[config.mk]
export PLATFORM = sky130hd
export DESIGN_NAME = language_tag_resolver
export DESIGN_NICKNAME = d
export VERILOG_FILES = /design/src/rtl/core/ltr_pkg.sv /design/src/rtl/core/ltr_ram.sv /design/src/rtl/core/ltr_ctrl.sv /design/src/rtl/core/ltr_dp.sv /design/src/rtl/core/language_tag_resolver.sv
export VERILOG_INCLUDE_DIRS = /design/src /design/src/rtl/core
export SDC_FILE = /design/constraint.sdc
export NUM_CORES = 1
export LEC_CHECK = 0
export ABC_AREA = 0
export CAP_MARGIN = 0
export CORE_MARGIN = 3
export CORE_UTILIZATION = 60
export CTS_BUF_LIST = sky130_fd_sc_hd__clkbuf_4 sky130_fd_sc_hd__clkbuf_8
export DETAILED_ROUTE_END_ITERATION = 6
export DONT_BUFFER_PORTS = 1
export GPL_TIMING_DRIVEN = 1
export PLACE_DENSITY = 0.76
export SYNTH_ARGS = -nofsm -noshare
export SYNTH_HDL_FRONTEND = slang
export SYNTH_HIERARCHICAL = 1
export SYNTH_SLANG_ARGS = --single-unit
[constraint.sdc]
create_clock -name clk_i -period 8.9 [get_ports clk_i]
set_input_delay 0.89 -clock clk_i [delete_from_list [all_inputs] [get_ports clk_i]]
set_output_delay 0.89 -clock clk_i [all_outputs]
set_load 0.02 [all_outputs]
[src/rtl/core/language_tag_resolver_defines.svh]
// Assertion macros for the language tag resolver.
`ifndef LANGUAGE_TAG_RESOLVER_DEFINES_SVH
`define LANGUAGE_TAG_RESOLVER_DEFINES_SVH
`ifndef SYNTHESIS
`define LTR_ASSERT(label, clk, rstn, prop, msg) \
  label: assert property (@(posedge clk) disable iff (!rstn) prop) else $error(msg);
`define LTR_ASSERT_NORST(label, clk, prop, msg) \
  label: assert property (@(posedge clk) prop) else $error(msg);
`else
`define LTR_ASSERT(label, clk, rstn, prop, msg)
`define LTR_ASSERT_NORST(label, clk, prop, msg)
`endif
`endif

[src/rtl/core/ltr_pkg.sv]
// Shared types, codes and helpers for the language tag resolver.
package ltr_pkg;

  localparam int unsigned MaxVariantsDef = 8;

  localparam logic [3:0] PH_LEAD      = 4'd0;
  localparam logic [3:0] PH_PRIM1     = 4'd1;
  localparam logic [3:0] PH_PRIM2     = 4'd2;
  localparam logic [3:0] PH_EXTLANG   = 4'd3;
  localparam logic [3:0] PH_SCRIPT    = 4'd4;
  localparam logic [3:0] PH_REGION    = 4'd5;
  localparam logic [3:0] PH_VARIANT   = 4'd6;
  localparam logic [3:0] PH_SINGLE    = 4'd7;
  localparam logic [3:0] PH_EXTFIRST  = 4'd8;
  localparam logic [3:0] PH_EXTBODY   = 4'd9;
  localparam logic [3:0] PH_PRIVFIRST = 4'd10;
  localparam logic [3:0] PH_PRIV      = 4'd11;
  localparam logic [3:0] PH_TRAIL     = 4'd12;

  localparam logic [1:0] LANG_NONE    = 2'd0;
  localparam logic [1:0] LANG_ENGLISH = 2'd1;
  localparam logic [1:0] LANG_RUSSIAN = 2'd2;

  localparam logic [1:0] CHOICE_RUSSIAN = 2'd1;
  localparam logic [1:0] CHOICE_ENGLISH = 2'd2;

  localparam logic [7:0] CH_DASH = 8'h2d;
  localparam logic [7:0] CH_X    = 8'h78;
  localparam logic [7:0] CH_E    = 8'h65;
  localparam logic [7:0] CH_N    = 8'h6e;
  localparam logic [7:0] CH_R    = 8'h72;
  localparam logic [7:0] CH_U    = 8'h75;

  typedef enum logic [2:0] {
    OP_NONE, OP_LOAD, OP_BYTE, OP_END, OP_READ, OP_CMP, OP_VAPPLY, OP_CLEAR
  } op_e;

  typedef enum logic [1:0] {
    POST_NONE, POST_TRAIL, POST_NEW
  } post_e;

  typedef struct packed {
    op_e op;
  } ltr_cmd_t;

  typedef struct packed {
    logic var_req;     // variant check needed before the step completes
    logic sweep_done;  // store scan finished or duplicate found
    logic last;        // current beat is the final byte
  } ltr_stat_t;

  function automatic logic is_blank(input logic [7:0] c);
    return (c == 8'h20) || (c == 8'h09) || (c == 8'h0d) || (c == 8'h0a);
  endfunction

  function automatic logic is_alpha(input logic [7:0] c);
    return ((c >= 8'h61) && (c <= 8'h7a)) || ((c >= 8'h41) && (c <= 8'h5a));
  endfunction

  function automatic logic is_digit(input logic [7:0] c);
    return (c >= 8'h30) && (c <= 8'h39);
  endfunction

  function automatic logic [7:0] to_lower(input logic [7:0] c);
    return ((c >= 8'h41) && (c <= 8'h5a)) ? c + 8'd32 : c;
  endfunction

endpackage

[src/rtl/core/ltr_ram.sv]
// Generic single-port-write, registered-read RAM.
module ltr_ram #(
  parameter int unsigned Width = 8,
  parameter int unsigned Depth = 8,
  localparam int unsigned Aw = (Depth > 1) ? $clog2(Depth) : 1
) (
  input  logic             clk_i,
  input  logic             we_i,
  input  logic [Aw-1:0]    waddr_i,
  input  logic [Width-1:0] wdata_i,
  input  logic             re_i,
  input  logic [Aw-1:0]    raddr_i,
  output logic [Width-1:0] rdata_o
);

  logic [Width-1:0] mem_q [Depth];
  logic [Width-1:0] rdata_q;

  always_ff @(posedge clk_i) begin
    if (we_i) begin
      mem_q[waddr_i] <= wdata_i;
    end
    if (re_i) begin
      rdata_q <= mem_q[raddr_i];
    end
  end

  assign rdata_o = rdata_q;

endmodule

[src/rtl/core/ltr_ctrl.sv]
// Sequencer for the language tag resolver.
module ltr_ctrl (
  input  logic                clk_i,
  input  logic                rst_ni,
  input  logic                in_valid_i,
  output logic                in_ready_o,
  input  logic                out_busy_i,
  output logic                out_load_o,
  input  ltr_pkg::ltr_stat_t  stat_i,
  output ltr_pkg::ltr_cmd_t   cmd_o
);

  localparam logic [2:0] S_IDLE   = 3'd0;
  localparam logic [2:0] S_BYTE   = 3'd1;
  localparam logic [2:0] S_END    = 3'd2;
  localparam logic [2:0] S_VCHK   = 3'd3;
  localparam logic [2:0] S_VCMP   = 3'd4;
  localparam logic [2:0] S_VAPPLY = 3'd5;
  localparam logic [2:0] S_OUT    = 3'd6;

  logic [2:0] state_q, state_d;
  logic       in_end_q, in_end_d;

  always_comb begin
    state_d    = state_q;
    in_end_d   = in_end_q;
    in_ready_o = 1'b0;
    out_load_o = 1'b0;
    cmd_o.op   = ltr_pkg::OP_NONE;
    unique case (state_q)
      S_IDLE: begin
        in_ready_o = 1'b1;
        if (in_valid_i) begin
          cmd_o.op = ltr_pkg::OP_LOAD;
          state_d  = S_BYTE;
        end
      end
      S_BYTE: begin
        cmd_o.op = ltr_pkg::OP_BYTE;
        in_end_d = 1'b0;
        if (stat_i.var_req) begin
          state_d = S_VCHK;
        end else if (stat_i.last) begin
          state_d = S_END;
        end else begin
          state_d = S_IDLE;
        end
      end
      S_END: begin
        cmd_o.op = ltr_pkg::OP_END;
        in_end_d = 1'b1;
        state_d  = stat_i.var_req ? S_VCHK : S_OUT;
      end
      S_VCHK: begin
        if (stat_i.sweep_done) begin
          state_d = S_VAPPLY;
        end else begin
          cmd_o.op = ltr_pkg::OP_READ;
          state_d  = S_VCMP;
        end
      end
      S_VCMP: begin
        cmd_o.op = ltr_pkg::OP_CMP;
        state_d  = S_VCHK;
      end
      S_VAPPLY: begin
        cmd_o.op = ltr_pkg::OP_VAPPLY;
        if (in_end_q) begin
          state_d = S_OUT;
        end else if (stat_i.last) begin
          state_d = S_END;
        end else begin
          state_d = S_IDLE;
        end
      end
      S_OUT: begin
        if (!out_busy_i) begin
          out_load_o = 1'b1;
          cmd_o.op   = ltr_pkg::OP_CLEAR;
          state_d    = S_IDLE;
        end
      end
      default: state_d = S_IDLE;
    endcase
  end

  always_ff @(posedge clk_i or negedge rst_ni) begin
    if (!rst_ni) begin
      state_q  <= S_IDLE;
      in_end_q <= 1'b0;
    end else begin
      state_q  <= state_d;
      in_end_q <= in_end_d;
    end
  end

endmodule

[src/rtl/core/ltr_dp.sv]
// Datapath: tag parse state, subtag checks and variant store.
module ltr_dp #(
  parameter int unsigned MaxVariants = ltr_pkg::MaxVariantsDef,
  localparam int unsigned Aw  = (MaxVariants > 1) ? $clog2(MaxVariants) : 1,
  localparam int unsigned Vcw = $clog2(MaxVariants + 1)
) (
  input  logic               clk_i,
  input  logic               rst_ni,
  input  ltr_pkg::ltr_cmd_t  cmd_i,
  output ltr_pkg::ltr_stat_t stat_o,
  input  logic [7:0]         char_code_i,
  input  logic               last_i,
  input  logic [1:0]         language_choice_i,
  output logic [1:0]         language_o,
  output logic               overflow_o
);

  logic [7:0]  byte_q, byte_d;
  logic        last_q, last_d;
  logic [3:0]  phase_q, phase_d;
  logic [1:0]  prim_q, prim_d;
  logic [3:0]  len_q, len_d;
  logic [63:0] chars_q, chars_d;
  logic [2:0]  cls_q, cls_d;
  logic [1:0]  ext_q, ext_d;
  logic [Vcw-1:0] vcnt_q, vcnt_d;
  logic [Vcw-1:0] idx_q, idx_d;
  logic        dup_q, dup_d;
  logic [35:0] smask_q, smask_d;
  logic [1:0]  err_q, err_d;
  ltr_pkg::post_e post_q, post_d;

  logic        ram_we, ram_re;
  logic [67:0] ram_rdata;

  // subtag close
  logic [3:0]  fin_phase;
  logic [1:0]  fin_ext;
  logic [35:0] fin_smask;
  logic        fin_inv, fin_var;
  // tag close
  logic [3:0]  end_phase;
  logic [1:0]  end_ext;
  logic [35:0] end_smask;
  logic        end_inv, end_var;

  logic [7:0]  first_ch, lc;
  logic        var_req;

  assign first_ch = chars_q[7:0];
  assign lc       = ltr_pkg::to_lower(byte_q);

  always_comb begin
    logic       done;
    logic [5:0] bitn;
    fin_phase = phase_q;
    fin_ext   = ext_q;
    fin_smask = smask_q;
    fin_inv   = 1'b0;
    fin_var   = 1'b0;
    done      = 1'b0;
    bitn      = '0;
    if ((len_q == 4'd0) || !cls_q[2]) begin
      fin_inv = 1'b1;
      done    = 1'b1;
    end
    for (int k = 0; k < 6; k++) begin
      if (!done) begin
        case (fin_phase)
          ltr_pkg::PH_EXTLANG: begin
            if ((len_q == 4'd3) && cls_q[0]) begin
              fin_ext = fin_ext + 2'd1;
              if (fin_ext == 2'd3) fin_phase = ltr_pkg::PH_SCRIPT;
              done = 1'b1;
            end else begin
              fin_phase = ltr_pkg::PH_SCRIPT;
            end
          end
          ltr_pkg::PH_SCRIPT: begin
            fin_phase = ltr_pkg::PH_REGION;
            if ((len_q == 4'd4) && cls_q[0]) done = 1'b1;
          end
          ltr_pkg::PH_REGION: begin
            fin_phase = ltr_pkg::PH_VARIANT;
            if (((len_q == 4'd2) && cls_q[0]) || ((len_q == 4'd3) && cls_q[1])) done = 1'b1;
          end
          ltr_pkg::PH_VARIANT: begin
            if ((len_q >= 4'd5) || ((len_q == 4'd4) && ltr_pkg::is_digit(first_ch))) begin
              fin_var = 1'b1;
              done    = 1'b1;
            end else begin
              fin_phase = ltr_pkg::PH_SINGLE;
            end
          end
          ltr_pkg::PH_SINGLE: begin
            done = 1'b1;
            if (len_q != 4'd1) begin
              fin_inv = 1'b1;
            end else if (first_ch == ltr_pkg::CH_X) begin
              fin_phase = ltr_pkg::PH_PRIVFIRST;
            end else begin
              bitn = ltr_pkg::is_digit(first_ch) ? 6'(first_ch - 8'h30)
                                                 : 6'(first_ch - 8'h61 + 8'd10);
              if ((fin_smask & (36'd1 << bitn)) != '0) begin
                fin_inv = 1'b1;
              end else begin
                fin_smask = fin_smask | (36'd1 << bitn);
                fin_phase = ltr_pkg::PH_EXTFIRST;
              end
            end
          end
          ltr_pkg::PH_EXTFIRST: begin
            done = 1'b1;
            if (len_q >= 4'd2) fin_phase = ltr_pkg::PH_EXTBODY;
            else fin_inv = 1'b1;
          end
          ltr_pkg::PH_EXTBODY: begin
            if (len_q >= 4'd2) done = 1'b1;
            else fin_phase = ltr_pkg::PH_SINGLE;
          end
          ltr_pkg::PH_PRIVFIRST: begin
            fin_phase = ltr_pkg::PH_PRIV;
            done      = 1'b1;
          end
          ltr_pkg::PH_PRIV: done = 1'b1;
          default: begin
            fin_inv = 1'b1;
            done    = 1'b1;
          end
        endcase
      end
    end
  end

  always_comb begin
    end_phase = phase_q;
    end_ext   = ext_q;
    end_smask = smask_q;
    end_inv   = 1'b0;
    end_var   = 1'b0;
    if (!err_q[0]) begin
      if ((phase_q == ltr_pkg::PH_LEAD) || (phase_q == ltr_pkg::PH_PRIM1)) begin
        end_inv = 1'b1;
      end else if ((phase_q != ltr_pkg::PH_PRIM2) && (phase_q != ltr_pkg::PH_TRAIL)) begin
        end_phase = fin_phase;
        end_ext   = fin_ext;
        end_smask = fin_smask;
        end_var   = fin_var;
        end_inv   = fin_inv || (!fin_var && ((fin_phase == ltr_pkg::PH_EXTFIRST) ||
                                             (fin_phase == ltr_pkg::PH_PRIVFIRST)));
      end
    end
  end

  always_comb begin
    byte_d  = byte_q;
    last_d  = last_q;
    phase_d = phase_q;
    prim_d  = prim_q;
    len_d   = len_q;
    chars_d = chars_q;
    cls_d   = cls_q;
    ext_d   = ext_q;
    vcnt_d  = vcnt_q;
    idx_d   = idx_q;
    dup_d   = dup_q;
    smask_d = smask_q;
    err_d   = err_q;
    post_d  = post_q;
    ram_we  = 1'b0;
    ram_re  = 1'b0;
    var_req = 1'b0;
    case (cmd_i.op)
      ltr_pkg::OP_LOAD: begin
        byte_d = char_code_i;
        last_d = last_i;
      end
      ltr_pkg::OP_BYTE: begin
        if (!err_q[0]) begin
          if (ltr_pkg::is_blank(byte_q)) begin
            if ((phase_q != ltr_pkg::PH_LEAD) && (phase_q != ltr_pkg::PH_TRAIL)) begin
              phase_d  = end_phase;
              ext_d    = end_ext;
              smask_d  = end_smask;
              err_d[0] = end_inv;
              if (end_var) begin
                var_req = 1'b1;
                post_d  = ltr_pkg::POST_TRAIL;
                idx_d   = '0;
                dup_d   = 1'b0;
              end else begin
                phase_d = ltr_pkg::PH_TRAIL;
              end
            end
          end else begin
            case (phase_q)
              ltr_pkg::PH_LEAD: begin
                chars_d = {56'd0, lc};
                phase_d = ltr_pkg::PH_PRIM1;
              end
              ltr_pkg::PH_PRIM1: begin
                if ((first_ch == ltr_pkg::CH_E) && (lc == ltr_pkg::CH_N)) begin
                  prim_d = ltr_pkg::LANG_ENGLISH;
                end else if ((first_ch == ltr_pkg::CH_R) && (lc == ltr_pkg::CH_U)) begin
                  prim_d = ltr_pkg::LANG_RUSSIAN;
                end else begin
                  err_d[0] = 1'b1;
                end
                chars_d = '0;
                phase_d = ltr_pkg::PH_PRIM2;
              end
              ltr_pkg::PH_PRIM2: begin
                if (byte_q == ltr_pkg::CH_DASH) begin
                  len_d   = '0;
                  chars_d = '0;
                  cls_d   = 3'b111;
                  phase_d = ltr_pkg::PH_EXTLANG;
                end else begin
                  err_d[0] = 1'b1;
                end
              end
              ltr_pkg::PH_TRAIL: err_d[0] = 1'b1;
              default: begin
                if (byte_q == ltr_pkg::CH_DASH) begin
                  phase_d  = fin_phase;
                  ext_d    = fin_ext;
                  smask_d  = fin_smask;
                  err_d[0] = fin_inv;
                  if (fin_var) begin
                    var_req = 1'b1;
                    post_d  = ltr_pkg::POST_NEW;
                    idx_d   = '0;
                    dup_d   = 1'b0;
                  end else begin
                    len_d   = '0;
                    chars_d = '0;
                    cls_d   = 3'b111;
                  end
                end else if (len_q[3]) begin
                  err_d[0] = 1'b1;
                end else begin
                  if (ltr_pkg::is_alpha(byte_q)) cls_d = cls_q & 3'b101;
                  else if (ltr_pkg::is_digit(byte_q)) cls_d = cls_q & 3'b110;
                  else cls_d = 3'b000;
                  chars_d = chars_q | ({56'd0, lc} << {len_q[2:0], 3'b000});
                  len_d   = len_q + 4'd1;
                end
              end
            endcase
          end
        end
      end
      ltr_pkg::OP_END: begin
        phase_d = end_phase;
        ext_d   = end_ext;
        smask_d = end_smask;
        if (end_inv) err_d[0] = 1'b1;
        if (end_var) begin
          var_req = 1'b1;
          post_d  = ltr_pkg::POST_NONE;
          idx_d   = '0;
          dup_d   = 1'b0;
        end
      end
      ltr_pkg::OP_READ: ram_re = 1'b1;
      ltr_pkg::OP_CMP: begin
        if (ram_rdata == {len_q, chars_q}) dup_d = 1'b1;
        idx_d = idx_q + Vcw'(1);
      end
      ltr_pkg::OP_VAPPLY: begin
        if (dup_q) begin
          err_d[0] = 1'b1;
        end else if (vcnt_q >= Vcw'(MaxVariants)) begin
          err_d = 2'b11;
        end else begin
          ram_we = 1'b1;
          vcnt_d = vcnt_q + Vcw'(1);
        end
        case (post_q)
          ltr_pkg::POST_TRAIL: phase_d = ltr_pkg::PH_TRAIL;
          ltr_pkg::POST_NEW: begin
            len_d   = '0;
            chars_d = '0;
            cls_d   = 3'b111;
          end
          default: ;
        endcase
      end
      ltr_pkg::OP_CLEAR: begin
        phase_d = ltr_pkg::PH_LEAD;
        prim_d  = ltr_pkg::LANG_NONE;
        len_d   = '0;
        chars_d = '0;
        cls_d   = 3'b111;
        ext_d   = '0;
        vcnt_d  = '0;
        smask_d = '0;
        err_d   = '0;
      end
      default: ;
    endcase
  end

  always_ff @(posedge clk_i or negedge rst_ni) begin
    if (!rst_ni) begin
      last_q  <= 1'b0;
      phase_q <= ltr_pkg::PH_LEAD;
      prim_q  <= ltr_pkg::LANG_NONE;
      len_q   <= '0;
      chars_q <= '0;
      cls_q   <= 3'b111;
      ext_q   <= '0;
      vcnt_q  <= '0;
      idx_q   <= '0;
      dup_q   <= 1'b0;
      smask_q <= '0;
      err_q   <= '0;
      post_q  <= ltr_pkg::POST_NONE;
    end else begin
      last_q  <= last_d;
      phase_q <= phase_d;
      prim_q  <= prim_d;
      len_q   <= len_d;
      chars_q <= chars_d;
      cls_q   <= cls_d;
      ext_q   <= ext_d;
      vcnt_q  <= vcnt_d;
      idx_q   <= idx_d;
      dup_q   <= dup_d;
      smask_q <= smask_d;
      err_q   <= err_d;
      post_q  <= post_d;
    end
  end

  always_ff @(posedge clk_i) begin
    byte_q <= byte_d;
  end

  ltr_ram #(
    .Width(68),
    .Depth(MaxVariants)
  ) u_var_ram (
    .clk_i   (clk_i),
    .we_i    (ram_we),
    .waddr_i (vcnt_q[Aw-1:0]),
    .wdata_i ({len_q, chars_q}),
    .re_i    (ram_re),
    .raddr_i (idx_q[Aw-1:0]),
    .rdata_o (ram_rdata)
  );

  assign stat_o.var_req    = var_req;
  assign stat_o.sweep_done = dup_q || (idx_q == vcnt_q);
  assign stat_o.last       = last_q;

  always_comb begin
    if (language_choice_i == ltr_pkg::CHOICE_RUSSIAN) begin
      language_o = ltr_pkg::LANG_RUSSIAN;
      overflow_o = 1'b0;
    end else if (language_choice_i == ltr_pkg::CHOICE_ENGLISH) begin
      language_o = ltr_pkg::LANG_ENGLISH;
      overflow_o = 1'b0;
    end else begin
      language_o = err_q[0] ? ltr_pkg::LANG_NONE : prim_q;
      overflow_o = err_q[1];
    end
  end

endmodule

[src/rtl/core/language_tag_resolver.sv]
// Language tag resolver: byte stream in, one language result beat per tag.
// A byte is accepted, then parsed; the last byte adds a tag close and then the result load.
// A variant subtag close scans the variant RAM with one read per stored entry, then checks
// for a duplicate and applies the variant.
// A new byte is taken only once the previous one, and any variant close or result load, is done.
// Reset: rst_ni async low clears parse state, the choice register and the output valid.
module language_tag_resolver #(
  parameter int unsigned MaxVariants = ltr_pkg::MaxVariantsDef
) (
  input  logic        clk_i,
  input  logic        rst_ni,
  // input stream
  input  logic        s_axis_tvalid_i,
  output logic        s_axis_tready_o,
  input  logic [7:0]  s_axis_tdata_i,   // [7:0] char_code
  input  logic        s_axis_tlast_i,   // last byte of tag
  // result stream
  output logic        m_axis_tvalid_o,
  input  logic        m_axis_tready_i,
  output logic [7:0]  m_axis_tdata_o,   // [1:0] language, [2] overflow, [7:3] zero
  // config port
  input  logic        psel,
  input  logic        penable,
  input  logic        pwrite,
  input  logic [0:0]  paddr,
  input  logic [31:0] pwdata,
  output logic [31:0] prdata,
  output logic        pready
);

  `include "language_tag_resolver_defines.svh"

  logic [1:0] choice_q;
  logic       out_valid_q;
  logic [1:0] out_lang_q;
  logic       out_ovf_q;

  ltr_pkg::ltr_cmd_t  cmd;
  ltr_pkg::ltr_stat_t stat;
  logic       out_load, out_busy;
  logic [1:0] res_lang;
  logic       res_ovf;
  logic       ovf_with_lang;

  // Single register, choice at byte 0.
  assign pready = 1'b1;
  assign prdata = {30'd0, choice_q};

  always_ff @(posedge clk_i or negedge rst_ni) begin
    if (!rst_ni) begin
      choice_q <= '0;
    end else if (psel && penable && pwrite && (paddr == 1'b0)) begin
      choice_q <= pwdata[1:0];
    end
  end

  // Result register: the parser keeps taking bytes while a result waits.
  assign out_busy = out_valid_q && !m_axis_tready_i;

  always_ff @(posedge clk_i or negedge rst_ni) begin
    if (!rst_ni) begin
      out_valid_q <= 1'b0;
    end else if (out_load) begin
      out_valid_q <= 1'b1;
    end else if (m_axis_tready_i) begin
      out_valid_q <= 1'b0;
    end
  end

  always_ff @(posedge clk_i) begin
    if (out_load) begin
      out_lang_q <= res_lang;
      out_ovf_q  <= res_ovf;
    end
  end

  assign m_axis_tvalid_o = out_valid_q;
  assign m_axis_tdata_o  = {5'd0, out_ovf_q, out_lang_q};

  ltr_ctrl u_ctrl (
    .clk_i      (clk_i),
    .rst_ni     (rst_ni),
    .in_valid_i (s_axis_tvalid_i),
    .in_ready_o (s_axis_tready_o),
    .out_busy_i (out_busy),
    .out_load_o (out_load),
    .stat_i     (stat),
    .cmd_o      (cmd)
  );

  ltr_dp #(
    .MaxVariants(MaxVariants)
  ) u_dp (
    .clk_i             (clk_i),
    .rst_ni            (rst_ni),
    .cmd_i             (cmd),
    .stat_o            (stat),
    .char_code_i       (s_axis_tdata_i),
    .last_i            (s_axis_tlast_i),
    .language_choice_i (choice_q),
    .language_o        (res_lang),
    .overflow_o        (res_ovf)
  );

  // overflow always comes with an invalid tag
  assign ovf_with_lang = out_ovf_q && (out_lang_q != ltr_pkg::LANG_NONE);

  `LTR_ASSERT(a_no_overwrite, clk_i, rst_ni, out_load |-> !out_busy, "result overwritten")
  `LTR_ASSERT(a_ovf_none, clk_i, rst_ni, m_axis_tvalid_o |-> !ovf_with_lang, "overflow with language")
  `LTR_ASSERT(a_lang_code, clk_i, rst_ni, m_axis_tvalid_o |-> (out_lang_q != 2'd3), "bad language code")

endmodule

# After elaboration in Yosys (flattened, before gate mapping)
# Memory sizes are Yosys's and may differ from the RTL's. A register that Yosys moved wholly into a read port is not among the register bits.
# Index checks and enable logic that the tools add are counted.
# word_totals
n_memories,1
ff_bits,147
ramBits,544
input_bits,49
output_inout_bits,43
# classes
n_bitwise,14
reduce_logical,76
n_mux,328
shifts,2
n_eq_ne,133
n_addsub,13
magnitude_cmp,11
# mem_list
name,words,word_bits,rd,rd_ports_with_merged_regs,wr,line,rtl
u_dp.u_var_ram.mem_q,8,68,1,1,1,ltr_ram.sv:16,logic [Width-1:0] mem_q [Depth];
# op_table
op,count
$mux 36,38
$mux 64,7
$mux 4,80
$pmux 64 s4,1
$and 36x36->36,6
$or 36x36->36,6
$reduce_bool 36->1,6
$pmux 4 s8,6
$pmux 64 s3,1
$eq 4x4->1 const B,27
$pmux 36 s3,1
$mux 1,103
$eq 4x3->1 const B,25
$mux 2,43
$eq 68x68->1,1
$or 64x64->64,1
$shl 8x6->64,1
$mux 3,16
$pmux 3 s7,2
$reduce_or 7->1,6
$eq 8x7->1 const B,5
$eq 4x2->1 const B,9
$shl 1x6->36 const A,1
$pmux 4 s4,2
other kinds (64),183

# Longest topological paths before layout
# Gate-level depths: netlist (run 1).
# depth
word_depth,57
depth_mapped,27
depth_no_buf,20

# Hierarchy
# The synthesis (run 1) kept the hierarchy.
# modules_own_cells
module,n_inst,area_each_um2,cells_each
ltr_ram,1,22477.8,867
ltr_dp,1,11777.5,1533
language_tag_resolver,1,516.7,50
ltr_ctrl,1,330.3,40

# Worst setup path after synthesis (run 1)
# OpenSTA, ideal clock, no wires.
# synth_path
kind,input to register
start,in m_axis_tready_i
end,"mem u_dp.u_var_ram.mem_q[0][0], enable pin"
n_path_buf,2
arrival_time_ns,6.754
setup_ns,0.578
slack_ns,1.569
stages,11
required_time_ns,8.322
cell_sequence,nor2b_1 -> o21ai_1 -> a32o_2 -> clkbuf_1 -> inv_1 -> clkbuf_1 -> nor2_1 -> nand3_1 -> inv_1 -> nand2b_1 -> nor3_1
# synth_rtl
element,line,rtl
start: declaration,language_tag_resolver.sv:19,"input logic m_axis_tready_i,"
end: declaration,ltr_ram.sv:16,

# Worst setup path after layout (run 1)
# layout_path
start,reg u_dp.chars_q[0]
end,reg u_dp.chars_q[40]
# layout_via
elab_chain_len,44
# layout_rtl
element,line,rtl
start: declaration,ltr_dp.sv:23,"logic [63:0] chars_q, chars_d;"
start signal: assignment,ltr_dp.sv:324,chars_q <= chars_d;
"$sub 6x6->6, or another cell as far along",ltr_dp.sv:103,: 6'(first_ch - 8'h61 + 8'd10);
$add 6x4->6 / $logic_and 1x1->1 (equally long branches),"ltr_dp.sv:103, ltr_pkg.sv:61",
$mux 6,ltr_dp.sv:102,bitn = ltr_pkg::is_digit(first_ch) ? 6'(first_ch - 8'h30)
$shl 1x6->36,"ltr_dp.sv:104, ltr_dp.sv:107",
$and 36x36->36,ltr_dp.sv:104,if ((fin_smask & (36'd1 << bitn)) != '0) begin
$reduce_bool 36->1,ltr_dp.sv:104,
$mux 36,ltr_dp.sv:104,
$mux 36,ltr_dp.sv:99,end else if (first_ch == ltr_pkg::CH_X) begin
[28 not listed],-,
$mux 4,ltr_dp.sv:97,if (len_q != 4'd1) begin
$pmux 4 s8,ltr_dp.sv:69,case (fin_phase)
$mux 4,ltr_dp.sv:68,if (!done) begin
$eq 4x3->1,-,
$mux 1,ltr_dp.sv:69,
$mux 1 *,ltr_dp.sv:68,
$ne 6x6->1 (no source line) *,-,
$reduce_and 8->1 (no source line) *,-,
# Every way passes the cells marked *; elsewhere a longest branch is shown, timed or not.
# A chain may end at the register's enable or synchronous reset.

==> results of run 1 <==
kinds of logic after synthesis:
logic type	share of synthesized area (%)
DFF	63.0
and+or+nand+nor	9.18
AOI/OAI and AO/OA	10.9
muxes	11.2
buffers and inverters	3.11
xor gates and xnor gates	1.92
adders and majority gates	0.713
other	0.0214
path summary, 6_finish.rpt:
path	from	to	cells past startpoint
max	u_dp/chars_q[0]	u_dp/chars_q[40]	22
min	rst_ni	m_axis_tvalid_o	1
max reg2reg	u_dp/chars_q[0]	u_dp/chars_q[40]	22
min reg2reg	u_dp/smask_q[17]	u_dp/smask_q[17]	2
max in group asynchronous	rst_ni	u_dp/cls_q[2]	1
min in group clk_i	s_axis_tdata_i[1]	u_dp/byte_q[1]	0
synth_stat cells, drive strengths merged, types with 6 or more instances:
library cell,n,share of area (%)
a22oi,10,0.23
a2111oi,11,0.49
buf,95,1.9
nor2b,17,0.30
a21oi,148,2.1
nor2,198,2.1
o21ai,120,1.7
a31oi,23,0.43
and3,9,0.16
a211oi,19,0.46
inv,31,0.33
nor4,31,0.65
clkbuf,84,0.90
o221ai,13,0.32
a221oi,12,0.34
o211ai,13,0.28
xnor2,43,1.1
mux2,74,2.4
o22ai,18,0.32
o2111ai,6,0.15
o31ai,24,0.59
and2,17,0.30
or3,11,0.20
nand3b,7,0.15
nor3,89,1.3
nand4,24,0.43
dfrtp,133,9.5
o21a,54,1.2
a21o,14,0.30
nand3,53,0.78
nand2b,19,0.34
edfxtp,623,53
nand2,137,1.5
xor2,34,0.85
mux4,136,8.7
or2,14,0.25
ha,20,0.71
metrics by stage:
step | cell area (sq um) | power, uW | utilization (%)
floorplan | 35200 | 8530 | -
global placement | 35800 | 9890 | 61.9
detailed placement | 35800 | 10000 | 61.9
CTS | 38300 | 13000 | 66.2
global route | 38300 | 13700 | 66.2
finish | 38300 | 13100 | 66.2
area by class of cell:
cell class / count / area share (%)
clock buffer: 170 / 5.39
inverter: 32 / 0.314
clock inverter: 47 / 1.02
antenna: 4 / 0.0262
timing repair buffer: 61 / 1.32
tap: 765 / 2.50
multi-input combinational: 1554 / 31.6
sequential: 759 / 57.8
metal layers:
metal,global-route usage [%],routed length [um]
met5,0,31
met4,8.69,2460
met3,6.43,8630
met2,46.5,42600
met1,43.9,37400
worst max-delay path: cells and delay by family, from the launching register on:
kind	cells	cell delay (ns)
multiplexers	1	0.20
AO/OA/AOI/OAI	10	3.29
AND/OR/NAND/NOR	7	2.68
buffers and inverters	3	0.70
adder cells (fa/ha/maj)	1	0.28
flip-flops	1	0.32
state kept, by name, indices dropped and copies added (netlist names):
name / count
choice_q: 2
m_axis_tvalid_o: 1
out_lang_q: 2
out_ovf_q: 1
u_ctrl/in_end_q: 1
u_ctrl/state_q: 3
u_dp/byte_q: 8
u_dp/chars_q: 64
u_dp/cls_q: 3
u_dp/dup_q: 1
u_dp/err_q: 2
u_dp/ext_q: 2
u_dp/idx_q: 4
u_dp/last_q: 1
u_dp/len_q: 4
u_dp/phase_q: 4
u_dp/post_q: 2
u_dp/prim_q: 2
u_dp/smask_q: 36
u_dp/u_var_ram/mem_q: 544
u_dp/u_var_ram/rdata_o: 68
u_dp/vcnt_q: 4
power breakdown:
group | internal (uW) | switching (uW) | total (uW)
logic | 1810 | 3020 | 4830
registers | 4550 | 706 | 5260
clock network | 1620 | 1350 | 2970
==> impl_metrics.env, run 1 <==
export IMPL_run_status="complete, but fails checks"
export IMPL_violations="design-rule violations"
export IMPL_crit_required_ns=9.56
export IMPL_yosysWarnings=6
export IMPL_grt_pass1_vias=22300
export IMPL_ys_ff_latch=759
export IMPL_clockBufferDepth=3
export IMPL_synth_seq_area_share_pct=63.0
export IMPL_place_port_buffers=0
export IMPL_grt_max_degree=134
export IMPL_multi_input_area_sq_um=12100
export IMPL_crit_type="reg2reg"
export IMPL_num_vias=22900
export IMPL_syn_area_sq_um=35100
export IMPL_avgSynthCellArea_sq_um=14.1
export IMPL_finClkSkew_ns=0.0396
export IMPL_final_cell_mix="edfxtp_1, nor2_1, a21oi_1, nand2_1, mux4_2"
export IMPL_finalCritPeriodShare_pct=85.2
export IMPL_critPathMaxStageDelay_ns=0.82
export IMPL_rsz0062_at_grt="false"
export IMPL_clkSlewWorstSetupHoldPaths_ns=0.06
export IMPL_grt_antenna_before_repair=4
export IMPL_firstDrtPassIters=7
export IMPL_cp_end_kind="flip-flop"
export IMPL_cts_root_buf="clkbuf_8"
export IMPL_drive_gt1_share_pct=20.7
export IMPL_slew_viol_final=0
export IMPL_grt_use_total_pct=30.1
export IMPL_hold_path_class="in2async"
export IMPL_dp_cells=3169
export IMPL_fin_ws_ns=1.32
export IMPL_tightest_slew_ns=1.18
export IMPL_syn_to_final_growth_pct=9.02
export IMPL_ys_types=109
export IMPL_cts_setup_buffers=0
export IMPL_clkSinkCount=759
export IMPL_cts_tree="built"
export IMPL_crit_arrival_ns=8.24
export IMPL_power_density_nw_per_um2=341
export IMPL_layout_commonest_cell="edfxtp_1"
export IMPL_place_ws_ns=1.62
export IMPL_synth_edf_count=623
export IMPL_grt_first_pass_wirelength_um=138000
export IMPL_regArea_sq_um=22100
export IMPL_async_flop_share_pct=17.9
export IMPL_htreeDepth=3
export IMPL_drtIter0Drc=2871
export IMPL_holdWs_ns=0.0841
export IMPL_die_w_um=248
export IMPL_drc=1
export IMPL_ctsHoldBuffers=2
export IMPL_final_setup_tns_ns=0
export IMPL_p_leak_uw=0.0130
export IMPL_post_dp_hpwl_um=57100
export IMPL_place_congestion=1.00
export IMPL_crit_path_start_kind="flip-flop"
export IMPL_relSlewSlack_pct=20.5
export IMPL_start_util_pct=60.7
export IMPL_post_drt_via_cell_ratio=6.74
export IMPL_final_hold_viol_count=0
export IMPL_period_needed_ns=7.58
export IMPL_fillCellCount=3981
export IMPL_core_area_sq_um=57800
export IMPL_dieHeight_um=248
export IMPL_final_cells=3392
export IMPL_cts_buffers_inserted=115
export IMPL_cts_resized=0
export IMPL_yosys_most_used_dff="edfxtp_1"
export IMPL_crit_path_cell_trace="buf_4 > inv_1 > ha_1 > o21bai_2 > o22ai_1 > a22oi_1 > a2111oi_1 > a2111oi_4 > nand4b_4 > nor4_1 > nor2_1 > mux2i_1 > a32o_1 > nor4bb_1 > a211o_1 > o31ai_4 > nand3_2 > a211oi_2 > or3_2 > buf_12 > nor3_1 > o21a_1"
export IMPL_synth_cells=2490
export IMPL_fp_dieArea_sq_um=61400
export IMPL_worstPathMaxFanout=40
export IMPL_max_freq_mhz=132
export IMPL_row_count=88
export IMPL_grt_overflow_total=0
export IMPL_drv_cap=0
export IMPL_critPathSlowestCell="a22oi_1"
export IMPL_fin_nets=2592
export IMPL_io_pins=92
export IMPL_finalWirelength_um=91100
export IMPL_r2r_setup_slack_ns=1.32
export IMPL_wire_per_inst_um=26.9
export IMPL_setup_viol=0
export IMPL_insertion_delay_ns=0.75
export IMPL_drtAntennaViolNets=0
export IMPL_vdd_drop_max_mv=0.214
No activity file was read; power rests on OpenSTA's default activity.
==> run 2, diff against run 1 <==
--- a/config.mk
+++ b/config.mk
@@ -15,6 +15,7 @@
 export DONT_BUFFER_PORTS = 1
 export GPL_TIMING_DRIVEN = 1
 export PLACE_DENSITY = 0.76
+export SLEW_MARGIN = 25
 export SYNTH_ARGS = -nofsm -noshare
 export SYNTH_HDL_FRONTEND = slang
 export SYNTH_HIERARCHICAL = 1
==> constraint.sdc (replaced) <==
create_clock -name clk_i -period 9.85 [get_ports clk_i]
set_input_delay 0.985 -clock clk_i [delete_from_list [all_inputs] [get_ports clk_i]]
set_output_delay 0.985 -clock clk_i [all_outputs]
set_load 0.02 [all_outputs]
==> run 2 against run 1 <==
The flow now finishes without violations; hold slack gained 0.0076 ns; fmax shrank 9.5%; sequential share of layout area rose by 0.087 points; final area down 0.15%; critical path type unchanged; largest cell class unchanged; largest power group unchanged.
==> impl_metrics.env, run 2 (synthesis gave the netlist of run 1 again) <==
export IMPL_syn_to_final_growth_pct=8.85
export IMPL_grt_use_total_pct=30.6
export IMPL_finalWirelength_um=92300
export IMPL_cts_root_buf="clkbuf_8"
export IMPL_clkSinkCount=759
export IMPL_run_status="finished, final reports clean"
export IMPL_grt_max_degree=134
export IMPL_post_dp_hpwl_um=58300
export IMPL_drc=0
export IMPL_finClkSkew_ns=0.0367
export IMPL_r2r_setup_slack_ns=1.48
export IMPL_clockBufferDepth=3
export IMPL_cts_tree="built"
export IMPL_start_util_pct=60.7
export IMPL_vdd_drop_max_mv=0.186
export IMPL_drive_gt1_share_pct=20.6
export IMPL_finalCritPeriodShare_pct=85.0
export IMPL_row_count=88
export IMPL_final_cell_mix="edfxtp_1, nor2_1, a21oi_1, nand2_1, mux4_2"
export IMPL_dieHeight_um=248
export IMPL_insertion_delay_ns=0.75
export IMPL_final_hold_viol_count=0
export IMPL_r2r_end="u_dp/idx_q[3]"
export IMPL_grt_first_pass_wirelength_um=140000
export IMPL_post_drt_via_cell_ratio=6.71
export IMPL_crit_reg2reg_launch="u_dp/chars_q[0]"
export IMPL_crit_path_cell_trace="inv_1 > ha_1 > o21bai_2 > nand3_1 > nand4_1 > nand2_1 > a221oi_1 > nand3_2 > nor3_1 > o21a_1 > a32o_1 > and2_1 > o21ai_0 > o31ai_4 > nand3_1 > a211oi_2 > nor2b_1 > o21ai_0 > o31ai_1"
export IMPL_slew_viol_final=0
export IMPL_crit_type="reg2reg"
export IMPL_cp_end_kind="flip-flop"
export IMPL_rsz0062_at_grt="false"
export IMPL_worstPathMaxFanout=29
export IMPL_firstDrtPassIters=7
export IMPL_critPathMaxStageDelay_ns=0.98
export IMPL_crit_required_ns=10.46
export IMPL_core_area_sq_um=57800
export IMPL_htreeDepth=3
export IMPL_grt_antenna_before_repair=1
export IMPL_cts_resized=0
export IMPL_setup_viol=0
export IMPL_fp_dieArea_sq_um=61400
export IMPL_grt_overflow_total=0
export IMPL_place_congestion=0.969
export IMPL_cts_setup_buffers=0
export IMPL_critPathSlowestCell="dfrtp_1"
export IMPL_reg2reg_depth=19
export IMPL_p_leak_uw=0.0129
export IMPL_holdWs_ns=0.0916
export IMPL_layout_commonest_cell="edfxtp_1"
export IMPL_max_freq_mhz=119
export IMPL_io_pins=92
export IMPL_period_needed_ns=8.37
export IMPL_drv_cap=0
export IMPL_fin_nets=2579
export IMPL_die_w_um=248
export IMPL_fillCellCount=4039
export IMPL_power_density_nw_per_um2=310
export IMPL_tightest_slew_ns=1.18
export IMPL_regMostFlops="u_dp/u_var_ram/mem_q"
export IMPL_final_setup_tns_ns=0
export IMPL_clkSlewWorstSetupHoldPaths_ns=0.07
export IMPL_drtIter0Drc=2751
export IMPL_crit_arrival_ns=8.98
export IMPL_crit_path_start_kind="flip-flop"
export IMPL_cts_buffers_inserted=113
export IMPL_largest_reg_flops=544
export IMPL_wire_per_inst_um=27.3
export IMPL_hold_path_class="in2async"
export IMPL_total_power_uw=11800
export IMPL_drtAntennaViolNets=0
export IMPL_grt_pass1_vias=22600
export IMPL_ctsHoldBuffers=1
export IMPL_num_vias=22700
export IMPL_fin_util_pct=66.1
export IMPL_relSlewSlack_pct=20.6
export IMPL_place_port_buffers=0
[run 2: how the worst max path moves through the flow]
stage                    start                         end  slack, ns
2_1_floorplan  m_axis_tready_i  u_dp/u_var_ram/mem_q[0][0]       2.42
3_3_place_gp   u_dp/chars_q[0]               u_dp/idx_q[2]       1.83
3_5_place_dp   u_dp/chars_q[0]               u_dp/idx_q[3]       1.76
4_1_cts        u_dp/chars_q[0]               u_dp/idx_q[3]       1.70
5_1_grt        u_dp/chars_q[0]               u_dp/idx_q[2]       1.06
6_report       u_dp/chars_q[0]               u_dp/idx_q[3]       1.48
[run 2: worst max-delay path: cells and delay by family (launching register included)]
family / cells / cell delay [ns]
AO/OA/AOI/OAI: 9 / 3.73
AND/OR/NAND/NOR: 8 / 2.85
flip-flops: 1 / 0.98
adder cells (fa/ha/maj): 1 / 0.35
buffers and inverters: 1 / 0.30
[run 2: report_power, final]
part           internal [uW]  switching, uW  leakage (uW)
logic                   1600           2690       0.00420
clock network           1530           1210       0.00134
registers               4110            686       0.00740
total                   7240           4590        0.0129
[run 2: final cells by class]
type,instances,area [sq um],area share (%)
clock buffers,180,2150,5.63
multi-input cells,1554,12100,31.7
repair buffers,50,399,1.04
well taps,765,957,2.50
clock inverters,36,347,0.907
flip-flops and latches,759,22100,57.9
diodes,2,5.00,0.0131
inverters,32,120,0.314
[run 2: routing by layer]
layer,up-vias,part of all wire [%],global-route usage [%]
met4,0,3.0,10.5
met1,11500,41,43.9
met3,195,9.6,6.83
met5,-,0,0
met2,1266,47,47.1
li1,9751,-,-
[run 2: through the flow]
| step | instances | cell area [sq um] | setup WS (ns) |
|---|---|---|---|
| detailed placement | 3159 | 35700 | 1.76 |
| global route | 3377 | 38200 | 1.06 |
| CTS | 3376 | 38200 | 1.70 |
| global placement | 3159 | 35700 | 1.83 |
| finish | 3378 | 38200 | 1.48 |
| floorplan | 2524 | 35200 | 2.42 |
